### src/rtl/core/dmd_pkg.sv
`default_nettype none

package dmd_pkg;

    localparam int DMD_ROW_BITS = 1024;

    localparam logic KIND_BIT    = 1'b0;
    localparam logic KIND_REPORT = 1'b1;

    typedef enum logic [1:0] {
        PH_SYNC,
        PH_DECODE,
        PH_DONE
    } dmd_phase_t;

    // Decoder state that one pass of the decode step works on.
    typedef struct packed {
        dmd_phase_t phase;
        logic [2:0] held_bits;
        logic [1:0] held_count;
        logic       clk_ref;
    } dmd_core_t;

    typedef struct packed {
        dmd_core_t  core;
        logic [1:0] adv;
        logic       emit_bit;
        logic       bit_value;
        logic       report;
        logic       halt;
    } dmd_iter_t;

    typedef struct packed {
        logic        kind;
        logic        value;
        logic [10:0] end_position;
        logic        final_res;
    } dmd_word_t;

    typedef struct packed {
        logic [1:0]          cnt;
        dmd_word_t [2:0]     word;
    } dmd_batch_t;

    // One decode step on the held half-bits. Bits above held_count are zero.
    function automatic dmd_iter_t dmd_iter(input dmd_core_t cur, input logic ended,
                                           input logic at_limit);
        dmd_iter_t  r;
        logic       stop;
        logic       take;
        logic [1:0] k;
        logic       b1;
        logic       b2;
        logic       b3;
        r.core      = cur;
        r.adv       = 2'd0;
        r.emit_bit  = 1'b0;
        r.bit_value = 1'b0;
        r.report    = 1'b0;
        r.halt      = 1'b0;
        stop = 1'b0;
        take = 1'b0;
        k    = 2'd0;
        b1   = cur.held_bits[0];
        b2   = cur.held_bits[1];
        b3   = cur.held_bits[2];

        if (at_limit) begin
            stop = 1'b1;
        end else if (cur.held_count == 2'd0) begin
            if (ended) begin
                stop = 1'b1;
            end else begin
                r.halt = 1'b1;
            end
        end

        if (!stop && !r.halt) begin
            if (cur.phase == PH_SYNC) begin
                if (cur.held_count < 2'd3 && !ended) begin
                    r.halt = 1'b1;
                end else if (b1 != b2) begin
                    if (b2 != b3) begin
                        r.emit_bit = 1'b1;
                        take       = 1'b1;
                        k          = 2'd2;
                    end else begin
                        r.core.clk_ref = b1;
                        r.core.phase   = PH_DECODE;
                        take           = 1'b1;
                        k              = 2'd1;
                    end
                end else begin
                    r.core.clk_ref = ~b1;
                    r.core.phase   = PH_DECODE;
                end
            end else begin
                if (b1 == cur.clk_ref) begin
                    take = 1'b1;
                    k    = 2'd1;
                    stop = 1'b1;
                end else if (cur.held_count < 2'd2 && !ended) begin
                    r.halt = 1'b1;
                end else begin
                    r.emit_bit     = 1'b1;
                    r.bit_value    = (b1 == b2);
                    r.core.clk_ref = b2;
                    take           = 1'b1;
                    k              = 2'd2;
                end
            end
        end

        if (take) begin
            r.adv = k;
            if (k >= cur.held_count) begin
                r.core.held_bits  = 3'd0;
                r.core.held_count = 2'd0;
            end else begin
                r.core.held_bits  = cur.held_bits >> k;
                r.core.held_count = cur.held_count - k;
            end
        end

        if (stop) begin
            r.report          = 1'b1;
            r.halt            = 1'b1;
            r.core.phase      = PH_DONE;
            r.core.held_bits  = 3'd0;
            r.core.held_count = 2'd0;
        end
        return r;
    endfunction

endpackage

`default_nettype wire

### src/rtl/core/dmd_result_buf.sv
`default_nettype none

// Three-slot result buffer: loads a whole batch, drains one word per cycle while out_ready is high.
module dmd_result_buf (
    input  wire logic               aclk,
    input  wire logic               aresetn,
    input  wire logic               load,
    input  wire dmd_pkg::dmd_batch_t batch,
    input  wire logic               out_ready,
    output logic                    out_valid,
    output dmd_pkg::dmd_word_t      out_word,
    output logic                    can_load
);
    import dmd_pkg::*;

    logic [1:0]      cnt_reg;
    logic [1:0]      cnt_next;
    dmd_word_t [2:0] slot_reg;
    logic            pop;

    assign out_valid = (cnt_reg != 2'd0);
    assign out_word  = slot_reg[0];
    assign pop       = out_valid && out_ready;
    // Empty once this cycle's pop is done.
    assign can_load  = (cnt_reg == 2'd0) || (cnt_reg == 2'd1 && out_ready);

    always_comb begin
        cnt_next = cnt_reg;
        if (load) begin
            cnt_next = batch.cnt;
        end else if (pop) begin
            cnt_next = cnt_reg - 2'd1;
        end
    end

    always_ff @(posedge aclk) begin
        if (!aresetn) begin
            cnt_reg <= 2'd0;
        end else begin
            cnt_reg <= cnt_next;
        end
    end

    always_ff @(posedge aclk) begin
        if (load) begin
            slot_reg <= batch.word;
        end else if (pop) begin
            slot_reg[0] <= slot_reg[1];
            slot_reg[1] <= slot_reg[2];
        end
    end

endmodule

`default_nettype wire

### src/rtl/core/differential_manchester_decoder.sv
`default_nettype none

// Channel   | Dir | Word                                  | Side info
// ----------+-----+---------------------------------------+-----------------------
// s_ stream | in  | tdata[0] half_bit                     | tlast row_end
// m_ stream | out | tdata[0] value, [11:1] end_position   | tuser kind, tlast final_res
// APB cfg   | in  | 0x0 start_offset, 0x4 max_pairs       | 10-bit registers
//
// An input word is registered, decoded combinationally and its result words (0 to 3)
// are loaded into a three-slot output buffer. A word making at most one result
// runs at one word per cycle while m_tready is high; one making two or three
// results holds the input until the buffer, draining one word per cycle while
// m_tready is high, is handing out its last word. The first result passes the
// input register, then is loaded into the output buffer once it has room for it.
// Reset (aresetn low, synchronous) clears registers, row state and both channels.
// Either side may stall at any time; the input register and output buffer
// keep every word.
module differential_manchester_decoder #(
    parameter int ROW_BITS = dmd_pkg::DMD_ROW_BITS
) (
    input  wire logic        aclk,
    input  wire logic        aresetn,
    // input stream
    input  wire logic        s_tvalid,
    output logic             s_tready,
    input  wire logic [7:0]  s_tdata,   // [0] half_bit, [7:1] zero
    input  wire logic        s_tlast,   // row_end
    // result stream
    output logic             m_tvalid,
    input  wire logic        m_tready,
    output logic [15:0]      m_tdata,   // [0] value, [11:1] end_position, [15:12] zero
    output logic             m_tuser,   // kind
    output logic             m_tlast,   // final_res
    // configuration
    input  wire logic        psel,
    input  wire logic        penable,
    input  wire logic        pwrite,
    input  wire logic [2:0]  paddr,
    input  wire logic [31:0] pwdata,
    output logic [31:0]      prdata,
    output logic             pready
);
    import dmd_pkg::*;

    // Counter width holds ROW_BITS + 1; compares against the 11-bit pair limit
    // and 10-bit offset happen at the wider of the two.
    localparam int CNT_W  = $clog2(ROW_BITS + 2);
    localparam int WIDE_W = (CNT_W > 11) ? CNT_W : 11;
    localparam int SUM_W  = WIDE_W + 1;
    localparam int ITERS  = 4;

    localparam logic REG_START_OFFSET = 1'b0;
    localparam logic REG_MAX_PAIRS    = 1'b1;

    // configuration registers
    logic [9:0] start_offset_reg;
    logic [9:0] max_pairs_reg;
    logic       cfg_write;

    // input register
    logic       in_valid_reg;
    logic       in_bit_reg;
    logic       in_end_reg;

    // row state
    dmd_phase_t       phase_reg;
    logic [2:0]       held_bits_reg;
    logic [1:0]       held_count_reg;
    logic             clk_ref_reg;
    logic [CNT_W-1:0] position_reg;
    logic [CNT_W-1:0] halves_taken_reg;

    dmd_phase_t       phase_next;
    logic [2:0]       held_bits_next;
    logic [1:0]       held_count_next;
    logic             clk_ref_next;
    logic [CNT_W-1:0] position_next;
    logic [CNT_W-1:0] halves_taken_next;

    // decode path
    logic             fire;
    logic             can_load;
    dmd_batch_t       batch;
    dmd_word_t        out_word;
    dmd_core_t        core;
    dmd_iter_t        step;
    logic [CNT_W-1:0] pos;
    logic [CNT_W-1:0] taken;
    logic [CNT_W-1:0] cap;
    logic [WIDE_W-1:0] lim;
    logic             lim_on;
    logic             ended;
    logic             active;
    logic             reported;
    logic             clear_row;
    logic [1:0]       n_words;
    logic [SUM_W-1:0] end_sum;

    // ---------------- configuration port ----------------
    assign pready    = 1'b1;
    assign cfg_write = psel && penable && pwrite && pready;

    always_ff @(posedge aclk) begin
        if (!aresetn) begin
            start_offset_reg <= 10'd0;
            max_pairs_reg    <= 10'd0;
        end else if (cfg_write) begin
            case (paddr[2])
                REG_START_OFFSET: start_offset_reg <= pwdata[9:0];
                REG_MAX_PAIRS:    max_pairs_reg    <= pwdata[9:0];
                default:          ;
            endcase
        end
    end

    always_comb begin
        case (paddr[2])
            REG_START_OFFSET: prdata = {22'd0, start_offset_reg};
            REG_MAX_PAIRS:    prdata = {22'd0, max_pairs_reg};
            default:          prdata = 32'd0;
        endcase
    end

    // ---------------- input register ----------------
    // Take a new word when none is held or the held one is decoded this cycle.
    assign fire     = in_valid_reg && can_load;
    assign s_tready = !in_valid_reg || fire;

    always_ff @(posedge aclk) begin
        if (!aresetn) begin
            in_valid_reg <= 1'b0;
        end else if (s_tvalid && s_tready) begin
            in_valid_reg <= 1'b1;
        end else if (fire) begin
            in_valid_reg <= 1'b0;
        end
    end

    always_ff @(posedge aclk) begin
        if (s_tvalid && s_tready) begin
            in_bit_reg <= s_tdata[0];
            in_end_reg <= s_tlast;
        end
    end

    // ---------------- decode ----------------
    // Half-bits at row positions ROW_BITS and up are dropped.
    always_comb begin
        if (WIDE_W'(ROW_BITS) > WIDE_W'(start_offset_reg)) begin
            cap = CNT_W'(WIDE_W'(ROW_BITS) - WIDE_W'(start_offset_reg));
        end else begin
            cap = '0;
        end
    end

    assign lim    = WIDE_W'({max_pairs_reg, 1'b0});
    assign lim_on = (max_pairs_reg != 10'd0);

    // Add the new half-bit, then run the decode step until it waits for more
    // input or the run finishes. Each step moves at most one result word, and
    // the sync-to-decode switch happens once, so four steps cover any word.
    always_comb begin
        core     = '{phase: phase_reg, held_bits: held_bits_reg,
                     held_count: held_count_reg, clk_ref: clk_ref_reg};
        pos      = position_reg;
        taken    = halves_taken_reg;
        batch    = '0;
        n_words  = 2'd0;
        reported = 1'b0;
        active   = 1'b0;
        ended    = 1'b0;
        step     = '0;
        end_sum  = '0;

        if (phase_reg != PH_DONE) begin
            active = 1'b1;
            if (taken < cap) begin
                core.held_bits[core.held_count] = in_bit_reg;
                core.held_count = core.held_count + 2'd1;
                taken = taken + CNT_W'(1);
            end
            ended = in_end_reg || (taken >= cap);

            for (int i = 0; i < ITERS; i++) begin
                if (active) begin
                    step = dmd_iter(core, ended,
                                    lim_on && (WIDE_W'(pos) >= lim));
                    core = step.core;
                    pos  = pos + CNT_W'(step.adv);
                    if (step.emit_bit) begin
                        batch.word[n_words] = '{kind: KIND_BIT, value: step.bit_value,
                                                end_position: 11'd0, final_res: 1'b0};
                        n_words = n_words + 2'd1;
                    end
                    if (step.report) begin
                        end_sum = SUM_W'(start_offset_reg) + SUM_W'(pos);
                        batch.word[n_words] = '{kind: KIND_REPORT, value: 1'b0,
                                                end_position: end_sum[10:0],
                                                final_res: 1'b1};
                        n_words  = n_words + 2'd1;
                        reported = 1'b1;
                    end
                    if (step.halt) begin
                        active = 1'b0;
                    end
                end
            end
        end
        batch.cnt = n_words;

        // Row ends: either the report carries row_end, or we drop words after
        // the report until row_end arrives.
        clear_row = in_end_reg && (reported || phase_reg == PH_DONE);

        phase_next        = core.phase;
        held_bits_next    = core.held_bits;
        held_count_next   = core.held_count;
        clk_ref_next      = core.clk_ref;
        position_next     = pos;
        halves_taken_next = taken;
        if (clear_row) begin
            phase_next        = PH_SYNC;
            held_bits_next    = 3'd0;
            held_count_next   = 2'd0;
            clk_ref_next      = 1'b0;
            position_next     = '0;
            halves_taken_next = '0;
        end
    end

    always_ff @(posedge aclk) begin
        if (!aresetn) begin
            phase_reg        <= PH_SYNC;
            held_bits_reg    <= 3'd0;
            held_count_reg   <= 2'd0;
            clk_ref_reg      <= 1'b0;
            position_reg     <= '0;
            halves_taken_reg <= '0;
        end else if (fire) begin
            phase_reg        <= phase_next;
            held_bits_reg    <= held_bits_next;
            held_count_reg   <= held_count_next;
            clk_ref_reg      <= clk_ref_next;
            position_reg     <= position_next;
            halves_taken_reg <= halves_taken_next;
        end
    end

    // ---------------- output buffer ----------------
    dmd_result_buf u_result_buf (
        .aclk      (aclk),
        .aresetn   (aresetn),
        .load      (fire),
        .batch     (batch),
        .out_ready (m_tready),
        .out_valid (m_tvalid),
        .out_word  (out_word),
        .can_load  (can_load)
    );

    assign m_tdata = {4'd0, out_word.end_position, out_word.value};
    assign m_tuser = out_word.kind;
    assign m_tlast = out_word.final_res;

endmodule

`default_nettype wire

### config.mk
export PLATFORM = sky130hd
export DESIGN_NAME = differential_manchester_decoder
export DESIGN_NICKNAME = d
export VERILOG_FILES = /design/src/rtl/core/dmd_pkg.sv /design/src/rtl/core/dmd_result_buf.sv /design/src/rtl/core/differential_manchester_decoder.sv
export SDC_FILE = /design/constraint.sdc
export NUM_CORES = 1
export LEC_CHECK = 0
export ABC_AREA = 1
export BUFFER_PORTS_ARGS = -buffer_cell sky130_fd_sc_hd__buf_2
export CAP_MARGIN = 0
export CORE_UTILIZATION = 50
export CTS_CLUSTER_DIAMETER = 80
export DETAILED_ROUTE_END_ITERATION = 8
export PLACE_DENSITY = 0.79
export SLEW_MARGIN = 20
export SYNTH_ARGS = -nofsm -noshare
export SYNTH_HDL_FRONTEND = slang
export SYNTH_SLANG_ARGS = --single-unit
export TNS_END_PERCENT = 20
### constraint.sdc
create_clock -name aclk -period 26.2 [get_ports aclk]
set_input_delay 5.24 -clock aclk [delete_from_list [all_inputs] [get_ports aclk]]
set_output_delay 5.24 -clock aclk [all_outputs]
set_load 0.05 [all_outputs]
-- Word-level counts from Yosys, hierarchy flattened
Index checks and enable logic that the tools add are counted.
- add/subtract/negate cells: 23
- shift-type cells: 4
- $lt $le $gt $ge: 34
- bitwise gates (word level): 5
- mux-type cells: 374
- eq/ne operators: 19
- reductions and logical operators: 62
- operator list (kind ; count):
    42-bit 2-to-1 mux ; 19
    42-bit bitwise mux ; 7
    2-bit 2-to-1 mux ; 121
    14-bit demux with 2-bit select ; 7
    1-bit 2-to-1 mux ; 171
    11-bit 2-to-1 mux ; 12
    14-bit 2-to-1 mux ; 8
    28-bit 2-to-1 mux ; 3
    32-bit one-hot mux with 2 select lines ; 1
    8-bit 2-to-1 mux ; 7
    11-bit >= comparator ; 5
    5-bit 2-to-1 mux ; 10
    10-bit by 11-bit adder with 11-bit output ; 4
    11-bit by 2-bit adder with 11-bit output ; 4
    1-bit logical AND ; 31
    7-bit 2-to-1 mux ; 4
    2-bit by 3-bit less-than comparator with 1-bit output (second input constant) ; 8
    2-bit zero test ; 9
    2-bit by 1-bit adder with 2-bit output (second input constant) ; 8
    2-bit by 1-bit >= comparator with 1-bit output (second input constant) ; 8
    2-bit less-than comparator (second input constant) ; 8
    13-bit 2-to-1 mux ; 1
    3-bit by 2-bit right shift with 3-bit output ; 4
    11-bit by 1-bit adder with 11-bit output (second input constant) ; 1
    19 further kinds ; 60
- word-level logic and storage cells: 545
- input port bits: 51
- register bits: 97
- output and inout port bits: 53

-- Depth between registers and ports, before layout
- depth in word-level cells: 74
- depth in mapped cells: 115
- mapped depth without buffers: 114

-- Cells and area by module
From an unflattened synthesis, not the netlist that was laid out.
- cells, all modules: 1816
- area, all modules: 12259.3 um2
- by module, submodules not included (module ; instances ; sequential area each (um2) ; area an instance (um2) ; cells an instance):
    differential_manchester_decoder ; 1 ; 1081.0 ; 10385.0 ; 1643
    dmd_result_buf ; 1 ; 1301.2 ; 1874.3 ; 173

-- Worst setup path before layout
No wires, ideal clock.
- kind: register to register
- from: register start_offset_reg[1]
- to: register u_result_buf.slot_reg[24] (netlist name) (data pin)
- arrival time: 14570 ps
- required time: 25948 ps
- cell stages (with the launch flop): 105
- buffers on the path: 1
- path slack: 11378 ps
- period minus slack after synthesis: 14822 ps
- cell sequence: dfxtp_1 inv_1 ha_1 nand3_1 nor3_1 xor2_1 ha_1 inv_1 o21bai_1 nand2_1 nand3_4 inv_4 nand4_1 nor2_1 xnor2_1 inv_1 ha_1 nand3_2 [69 not listed] xor2_1 inv_1 ha_1 nand2_1 nor2_1 a211oi_1 o21ai_0 a21oi_1 nor2_1 nor2_1 inv_1 a21oi_1 o21ai_0 xor2_1 nand2_1 nand2_1 nand2_1 nand2_1
- longest elaborated chain between the ends: 73
- elaborated cells on any way between the ends: 422
- RTL lines (item ; line ; source):
    start: declaration ; differential_manchester_decoder.sv:56 ; logic [9:0] start_offset_reg;
    start signal: assignment ; differential_manchester_decoder.sv:109 ; REG_START_OFFSET: start_offset_reg <= pwdata[9:0];
    parallel branches: the longest is 70 deep, another holds 11-bit by 10-bit subtractor with 11-bit output ; - ;
    42-bit 2-to-1 mux * ; differential_manchester_decoder.sv:185 ; if (active) begin
    28-bit 2-to-1 mux * ; differential_manchester_decoder.sv:175 ; if (phase_reg != PH_DONE) begin
    28-bit 2-to-1 mux * ; dmd_result_buf.sv:45 ; if (load) begin
    end signal: assignment ; dmd_result_buf.sv:46 ; slot_reg <= batch.word;
    end: declaration ; dmd_result_buf.sv:18 ; dmd_word_t [2:0] slot_reg;
Mark *: on every way between the ends. The select of a mux whose other input is x is not followed.
A chain may end at the register's enable or synchronous reset.

-- Worst setup path in the final report
- from: register start_offset_reg[1]
- to: register u_result_buf.slot_reg[38] (netlist name) (data pin)
- longest elaborated chain between the ends: 71
- elaborated cells on any way between the ends: 420
- RTL lines (item ; line):
    parallel branches: the longest is 70 deep, another holds 11-bit by 10-bit subtractor with 11-bit output ; -
    42-bit 2-to-1 mux * ; differential_manchester_decoder.sv:185
Marks and branches as above.

==> impl_metrics.yaml <==
outcome:
  status: "completed"
timing:
  rsz0062_at_grt: "false"
  drv_slew: 0
  setup_viol: 0
  min_period_over_period: 0.747
  hold_viol_final: 0
  worst_pin_slew_ps: 1040
  fin_crit_ps: 19570
  fin_tns_setup_ps: 0
  fin_worst_skew_ps: 13.2
  relSlewSlack: 0.307
  clock.fmax_ghz: 0.0511
synth:
  synth_edf_count: 41
  synthArstFlopShare: 0
  ys.flop_type: "dfxtp_1"
  seq_area_frac_synth: 0.190
  synth-seq-cells: 94
  synth_top_area_cell: "ha_1"
  yosysWarnings: 0
  synth_top_area_frac: 0.137
  ys_top_cells_by_area: "ha_1, nand2_1, edfxtp_1"
  synth.distinct_cells: 65
  avgSynthCellArea_sq_um: 6.71
  synth_area_sq_mm: 0.0121
  syn_inst: 1802
critical_path:
  startpoint_type: "flip-flop"
  worstSetupPathType: "flip-flop to flip-flop"
  cp_data_required_time_ps: 26400
  cp_num_buf_inv: 17
  endpoint_kind: "flip-flop"
  critical_path.max_stage_delay_ps: 680
  critPathSlowestCell: "o21ai_0"
  crit_fanout: 11
  path_delay_family: "simple AND/OR/NAND/NOR gates"
  cp_data_arrival_time_ps: 19770
routing:
  vias: 11700
  firstDrtPassIters: 5
  ant_nets: 0
  drc: 0
  routed_wl_mm: 32.8
  drt_iter0_drc: 887
  wire_per_inst_um: 15.4
  viasPerCell: 5.48
final_layout:
  final_nets: 1998
  largest_register_ffs: 26
  diodes: 0
  fin_area_sq_mm: 0.0127
  num-fill-cells: 2366
  area_growth_pct: 4.72
  drive_gt1_frac: 0.121
grt:
  grt_pass1_wl_mm: 53.5
  grtUsageTotal: 0.272
  antenna_found_initial: 0
  grt_max_degree: 38
  grt_overflow: 0
  grt_pass1_vias: 10900
job:
  maxCapViolations: 0
cts:
  cts_root_buf: "clkbuf_16"
  htree_levels: 3
  cts-buffers-inserted: 9
  hold_buffers: 0
  clock_latency_ps: 370
  cts_tree: "built"
  cts.sinks: 94
  path_clk_slew_ps: 80
  cts_resized: 0
  cts_buffer_depth: 2
  postCtsSetupBuffers: 0
floorplanning:
  die_y_um: 157
  die_w_um: 157
  core_area_sq_mm: 0.0236
  start_util: 0.512
  io_pins: 104
  dieArea_sq_mm: 0.0248
  fp-row-count: 56
placed_design:
  dp_hpwl_mm: 26.4
  port_buffers: 45
  routabilityCongestion: 0.949
  postPlaceCellArea_sq_mm: 0.0124
hold_path:
  hp-class: "flip-flop to flip-flop"
-- cells by family after synthesis --
group	synth area share
flip-flops	0.190
buffers and inverters	0.128
AO/OA/AOI/OAI	0.167
other	0.000621
adder cells (fa/ha/maj)	0.155
XOR/XNOR	0.0579
AND/OR/NAND/NOR	0.301
-- cells in the mapped netlist (all sizes together), types with 31 or more instances --
master and count:
ha 132, nand3 129, edfxtp 41, o21ai 144, dfxtp 53, inv 269
nor2 120, xor2 67, a21oi 133, buf 61, nand4 31, nand2 461
-- metal layers --
| metal | share of wire | GRT usage |
|---|---|---|
| met5 | 0 | 0 |
| met4 | 0.028 | 0.101 |
| met3 | 0.074 | 0.0430 |
| met2 | 0.46 | 0.462 |
| met1 | 0.44 | 0.346 |
-- cells in the final DEF, fill, tap and decap left out, types with 7 or more instances in the layout --
cell type | Yosys | final
nand2_1 | 419 | 418
inv_1 | 231 | 231
ha_1 | 132 | 132
a21oi_1 | 126 | 126
o21ai_0 | 125 | 124
nand3_1 | 109 | 109
nor2_1 | 99 | 99
xor2_1 | 66 | 66
dfxtp_1 | 53 | 53
buf_2 | 12 | 45
edfxtp_1 | 41 | 41
inv_2 | 36 | 36
nand2_2 | 29 | 30
conb_1 | 2 | 29
nand4_1 | 28 | 28
nor2_2 | 16 | 16
o21ai_1 | 15 | 15
nor3_1 | 15 | 15
nand3_2 | 14 | 14
o211ai_1 | 14 | 14
nand2_4 | 13 | 13
xnor2_1 | 12 | 12
o21bai_1 | 11 | 11
fa_1 | 11 | 11
clkbuf_16 | 0 | 10
buf_4 | 45 | 10
o31ai_1 | 8 | 8
o32ai_1 | 7 | 7
-- final timing paths --
kind / startpoint / end / depth (start not counted) / slack (ps)
max reg2reg: start_offset_reg[1] / u_result_buf.slot_reg[38] / 104 / 6630
max: start_offset_reg[1] / u_result_buf.slot_reg[38] / 104 / 6630
min reg2reg: held_bits_reg[2] / held_bits_reg[2] / 2 / 480
min: held_bits_reg[2] / held_bits_reg[2] / 2 / 480
-- cell type report --
| type | instances | area [sq um] | area share |
|---|---|---|---|
| Sequential cell | 94 | 2290 | 0.181 |
| Clock buffer | 10 | 250 | 0.0198 |
| Multi-Input combinational cell | 1374 | 8350 | 0.660 |
| Inverter | 270 | 1020 | 0.0805 |
| Tap cell | 319 | 399 | 0.0315 |
| Clock inverter | 6 | 46.3 | 0.00366 |
| Timing Repair Buffer | 55 | 300 | 0.0237 |
-- per-stage QoR --
| stage | setup slack, ps | utilization | hold WS (ps) | cells |
|---|---|---|---|---|
| after global routing | 4720 | 0.536 | 507 | 2128 |
| after detailed placement | 6970 | 0.523 | 456 | 2112 |
| after floorplan | 11380 | - | 442 | 1829 |
| final | 6630 | 0.536 | 476 | 2128 |
| after CTS | 6920 | 0.536 | 476 | 2128 |
| after global placement | 7310 | 0.523 | 458 | 2112 |
-- tightest hold or removal path, cell delays in order (launching register included) --
cell and delay (ps):
dfxtp_1 310, nand2_1 60, a21oi_1 60
Power is not shown: default switching activity piles up to over one toggle a cycle in this logic, so the estimate is an artifact.
